[config.mk]
export PLATFORM = sky130hd
export DESIGN_NAME = chtd_front
export DESIGN_NICKNAME = d
export VERILOG_FILES = /design/src/rtl/core/canonical_huffman_table_decoder_macros.svh /design/src/rtl/core/chtd_pkg.sv /design/src/rtl/core/chtd_front.sv
export SDC_FILE = /design/constraint.sdc
export NUM_CORES = 1
export LEC_CHECK = 0
export BUFFER_PORTS_ARGS = -buffer_cell sky130_fd_sc_hd__buf_2
export CORE_ASPECT_RATIO = 1.75
export CORE_MARGIN = 2
export CORE_UTILIZATION = 46
export DETAILED_ROUTE_END_ITERATION = 6
export GPL_ROUTABILITY_DRIVEN = 0
export PLACE_DENSITY_LB_ADDON = 0.12
export SYNTH_ARGS = -nofsm -noshare
export SYNTH_HDL_FRONTEND = slang
export SYNTH_SLANG_ARGS = --single-unit
[constraint.sdc]
create_clock -name clock -period 2.8 [get_ports clock]
set_input_delay 0.42 -clock clock [delete_from_list [all_inputs] [get_ports clock]]
set_output_delay 0.42 -clock clock [all_outputs]
set_load 0.02 [all_outputs]
[src/rtl/core/canonical_huffman_table_decoder_macros.svh]
// Assertion macros used by the canonical Huffman table decoder top level.
`ifndef CANONICAL_HUFFMAN_TABLE_DECODER_MACROS_SVH
`define CANONICAL_HUFFMAN_TABLE_DECODER_MACROS_SVH
`ifndef SYNTHESIS
`define CHTD_ASSERT_IMPL(lbl, clk, rst, ante, cons) \
   lbl: assert property (@(posedge clk) disable iff (rst) (ante) |-> (cons)) \
      else $error("assertion failed");
`define CHTD_ASSERT_NEXT(lbl, clk, rst, ante, cons) \
   lbl: assert property (@(posedge clk) disable iff (rst) (ante) |=> (cons)) \
      else $error("assertion failed");
`else
`define CHTD_ASSERT_IMPL(lbl, clk, rst, ante, cons)
`define CHTD_ASSERT_NEXT(lbl, clk, rst, ante, cons)
`endif
`endif

[src/rtl/core/chtd_pkg.sv]
// Shared types and constants of the canonical Huffman table decoder.
`timescale 1ns / 1ps
`default_nettype none
package chtd_pkg;
   localparam int MAX_SYMBOLS_DEF = 512;
   localparam int ACTION_W = 2;
   localparam int IDX_W    = 9;
   localparam int LEN_W    = 4;
   localparam int COUNT_W  = 10;
   localparam int WIN_W    = 16;
   localparam int SYM_W    = 9;

   localparam logic [ACTION_W-1:0] ACT_LOAD   = 2'd0;
   localparam logic [ACTION_W-1:0] ACT_BUILD  = 2'd1;
   localparam logic [ACTION_W-1:0] ACT_DECODE = 2'd2;
   localparam logic [ACTION_W-1:0] ACT_UNUSED = 2'd3;

   typedef struct packed {
      logic [ACTION_W-1:0] action;
      logic [IDX_W-1:0]    symbol_index;
      logic [LEN_W-1:0]    code_length;
      logic [COUNT_W-1:0]  symbol_count;
      logic [WIN_W-1:0]    bit_window;
   } item_type;

   typedef struct packed {
      logic     valid;
      item_type item;
   } queue_link_type;

   typedef struct packed {
      logic pop;
      logic init_done;
   } back_status_type;
endpackage
`default_nettype wire

[src/rtl/core/chtd_front.sv]
// Front end: accepts requests, drops unused actions and queues the rest.
`timescale 1ns / 1ps
`default_nettype none
module chtd_front (
   input  wire logic                        clock,
   input  wire logic                        reset,
   input  wire logic                        req_tvalid,
   output logic                             req_tready,
   input  wire logic [47:0]                 req_tdata,
   input  wire logic [1:0]                  req_tuser,
   input  wire chtd_pkg::back_status_type   status,
   output chtd_pkg::queue_link_type         link
);
   chtd_pkg::item_type slot_ff [2];
   logic       wr_ptr_ff;
   logic       rd_ptr_ff;
   logic [1:0] fill_ff;
   logic [1:0] fill_in;
   logic       push;
   logic       take;
   chtd_pkg::item_type req_item;

   always_comb begin
      req_item.action       = req_tuser;
      req_item.symbol_index = req_tdata[8:0];
      req_item.code_length  = req_tdata[12:9];
      req_item.symbol_count = req_tdata[22:13];
      req_item.bit_window   = req_tdata[38:23];
   end

   assign req_tready = status.init_done && (fill_ff != 2'd2);
   // Action 3 does nothing, so it is accepted and never queued.
   assign push = req_tvalid && req_tready &&
                 (req_tuser == chtd_pkg::ACT_LOAD || req_tuser == chtd_pkg::ACT_BUILD ||
                  req_tuser == chtd_pkg::ACT_DECODE);
   assign take = status.pop && link.valid;
   assign fill_in = fill_ff + {1'b0, push} - {1'b0, take};

   assign link.valid = (fill_ff != 2'd0);
   assign link.item  = slot_ff[rd_ptr_ff];

   always_ff @(posedge clock) begin
      if (reset) begin
         wr_ptr_ff <= 1'b0;
         rd_ptr_ff <= 1'b0;
         fill_ff   <= 2'd0;
      end else begin
         if (push) begin
            wr_ptr_ff <= ~wr_ptr_ff;
         end
         if (take) begin
            rd_ptr_ff <= ~rd_ptr_ff;
         end
         fill_ff <= fill_in;
      end
   end

   always_ff @(posedge clock) begin
      if (push) begin
         slot_ff[wr_ptr_ff] <= req_item;
      end
   end
endmodule
`default_nettype wire

==> qor.yml <==
outcome:
  status: "completed"
run:
  max_cap_violations: 0
grt:
  antenna_found_initial: 0
  overflow: 0
  track_usage_pct: 14.4
  grt_pass1_wl_um: 8290
  grt_pass1_vias: 1784
  grt_start_max_net_pins: 27
critical_path:
  slowest_stage: "dfxtp_2"
  worstSetupEndpointType: "primary output"
  cp_top_family: "flip-flops"
  max_stage_delay_ns: 0.68
  cp_num_cells: 3
  reg2reg_slack_ns: 1.00
  crit_arrival_ns: 1.81
  worstReg2RegEnd: "slot_ff[1][24]"
  path_max_fanout: 26
  crit_path_start_kind: "flip-flop"
  crit_path_cell_trace: "buf_12 -> mux2_4 -> buf_2"
  r2r_cells: 4
  cp.buffers_inverters: 2
  reg2reg_from: "fill_ff[0]"
  cp.required_ns: 2.38
  worst-setup-path-type: "reg2out"
cells_and_area:
  antenna_cells: 0
  fillers: 593
  layout.nets: 311
  layout-drive-gt1-share_pct: 58.3
  ff_latch_area_mm2: 0.00256
  fin_util_pct: 58.6
  synthToLayoutAreaGrowth_pct: 24.2
  multi_input_area_um2: 785
logic_synthesis:
  syn-num-nets: 213
  syn-cell-area_mm2: 0.00339
  synth_seq_area_share_pct: 75.6
  ys_ff_latch: 87
  synth_cell_types: 20
  synth_area_per_cell_um2: 21.7
  ys_warn_count: 0
  syn_inst: 156
min_path:
  worstHoldEndpoint: "slot_ff[0][32]"
  holdPathStages: 1
  min_from: "req_tdata[2]"
  hp-class: "in2reg"
clock_tree:
  clock-root-buffer: "clkbuf_16"
  cts.clk_slew.worst_paths_ns: 0.06
  cts_made_buffers: 9
  hold_buffers: 0
  tritoncts: "done"
  clock_latency_ns: 0.33
  htree_levels: 3
  clock-sinks: 87
  post_cts_resized: 0
  cts_buffer_depth: 2
  post_cts_buffers: 0
timing:
  grt_setup_unrepaired: "no"
  slew_headroom_pct: 62.3
  fmax_ghz: 0.449
  timing.final.crit_share_pct: 79.5
  slew_viol_final: 0
  hold_violations: 0
  setup_violations: 0
  finalWorstSetupSlack_ns: 0.574
  period_minus_slack_ns: 2.23
  fin_skew_ns: 0.00355
  worstMarginPinSlew_ns: 0.564
  hold_slack_ns: 0.279
floorplanning:
  die_w_um: 68.9
  core_area_mm2: 0.00718
  core.rowCount: 41
  initial_core_util_pct: 47.2
  pin_count: 98
  die_h_um: 118
  dieArea_mm2: 0.00810
placement:
  dp_hpwl_um: 3560
  dp_worst_setup_slack_ns: 0.809
  port_buffers: 88
routing:
  antenna_left: 0
  routedWlPerCell_um: 15.0
  drt_iter0_drc: 77
  firstDrtPassIters: 4
  wirelength_um: 5190
  vias: 1655
  via_per_inst: 4.80
  drt_drc_violations_left: 0
power_and_ir_drop:
  switchingPower_mw: 0.989
  p_seq_share_pct: 44.7
  leakage_nw: 1.65
  switching_share_pct: 27.4
  pwr-share-clk_pct: 28.0
  power_frac_comb_pct: 27.3
  irDropWorstVdd_v: 0.000561
  p_int_mw: 2.62
  powerDensity_mw_per_mm2: 857
## flip-flops by register name, summed over array words and instances (netlist names), named ones only
register and count:
slot_ff 82, fill_ff 2, rd_ptr_ff 1, wr_ptr_ff 1
## cells by family after synthesis
| family | after synthesis | synth area share (%) |
|---|---|---|
| simple gates | 15 | 2.70 |
| mux | 42 | 18.5 |
| xor+xnor | 2 | 0.517 |
| buf+inv | 7 | 1.70 |
| fa+ha+maj | 2 | 0.738 |
| compound gates | 1 | 0.258 |
| flops | 87 | 75.6 |
## how the worst max path moves through the flow
stage	start	endpoint	slack [ns]
after floorplan	req_tuser[0]	slot_ff[0][0]	-0.03
after global placement	req_tuser[0]	slot_ff[1][15]	0.84
after detailed placement	req_tuser[0]	slot_ff[1][19]	0.81
after CTS	flip-flop	link[2]	0.53
after global routing	flip-flop	link[9]	0.49
final	flip-flop	link[7]	0.57
## cell usage after synthesis
cell type,count,share of area [%]
nand4_4,1,0.63
nor3_1,1,0.15
o21a_2,1,0.26
buf_2,1,0.15
mux2_4,41,18
buf_6,4,1.3
ha_1,2,0.74
inv_1,2,0.22
and2_2,1,0.22
edfxtp_1,82,73
nand2_1,1,0.11
mux2_2,1,0.33
or2_2,1,0.18
nor2b_1,1,0.18
nor2_1,7,0.78
nand2b_2,1,0.26
and2_1,1,0.18
dfxtp_1,5,3.0
xor2_1,1,0.26
xnor2_1,1,0.26
## per-layer routing
layer,GRT usage [%],vias to the layer above,share of wire (%)
met4,6.62,0,1.5
met2,24.8,57,57
met5,0,-,0
met3,5.35,6,6.7
met1,14.6,798,35
li1,-,794,-
## per-stage QoR
stage / TNS (ns) / cell area (µm²) / power (mW) / cells
floorplan: -2.25 / 3390 / 2.39 / 156
CTS: 0 / 4210 / 3.66 / 345
finish: 0 / 4210 / 3.61 / 345
global placement: 0 / 3960 / 2.63 / 329
global route: 0 / 4210 / 3.80 / 345
detailed placement: 0 / 3960 / 2.65 / 329
## layout make-up
cell class	instances	share of cell area, %
Clock buffer	14	5.79
Tap cell	86	2.56
Multi-Input combinational cell	62	18.6
Inverter	2	0.178
Timing Repair Buffer	92	11.8
Sequential cell	87	60.9
Clock inverter	2	0.178
## worst reg2reg max path, stage by stage (launching register included)
cell	delay, ns
dfxtp_1	0.36
nand2b_2	0.17
nand4_4	0.16
nor2_4	0.48
buf_4	0.32
## placed cells by master, fill, tap and decap left out
master	instances
mux2_4	41
clkinv_1	2
xor2_1	1
buf_2	88
buf_4	2
inv_1	2
nor3_1	1
and2_2	1
mux2_2	1
and2_1	1
or2_2	1
nor2_1	5
clkbuf_1	5
dfxtp_2	1
nor2b_1	1
nand2b_2	1
o21a_2	1
dfxtp_1	4
clkbuf_16	9
xnor2_1	1
buf_12	2
nand4_4	1
ha_1	2
edfxtp_1	82
nor2_4	2
nand2_1	1
## power by group through the flow
| stage | combinational, mW | sequential (mW) | clock, mW |
|---|---|---|---|
| after CTS | 1.01 | 1.62 | 1.04 |
| after detailed placement | 1.01 | 1.64 | 0 |
| after floorplan | 0.804 | 1.58 | 0 |
| after global placement | 0.999 | 1.64 | 0 |
| after global routing | 1.07 | 1.63 | 1.10 |
| final | 0.985 | 1.61 | 1.01 |
Power figures use the tool's default switching activity.
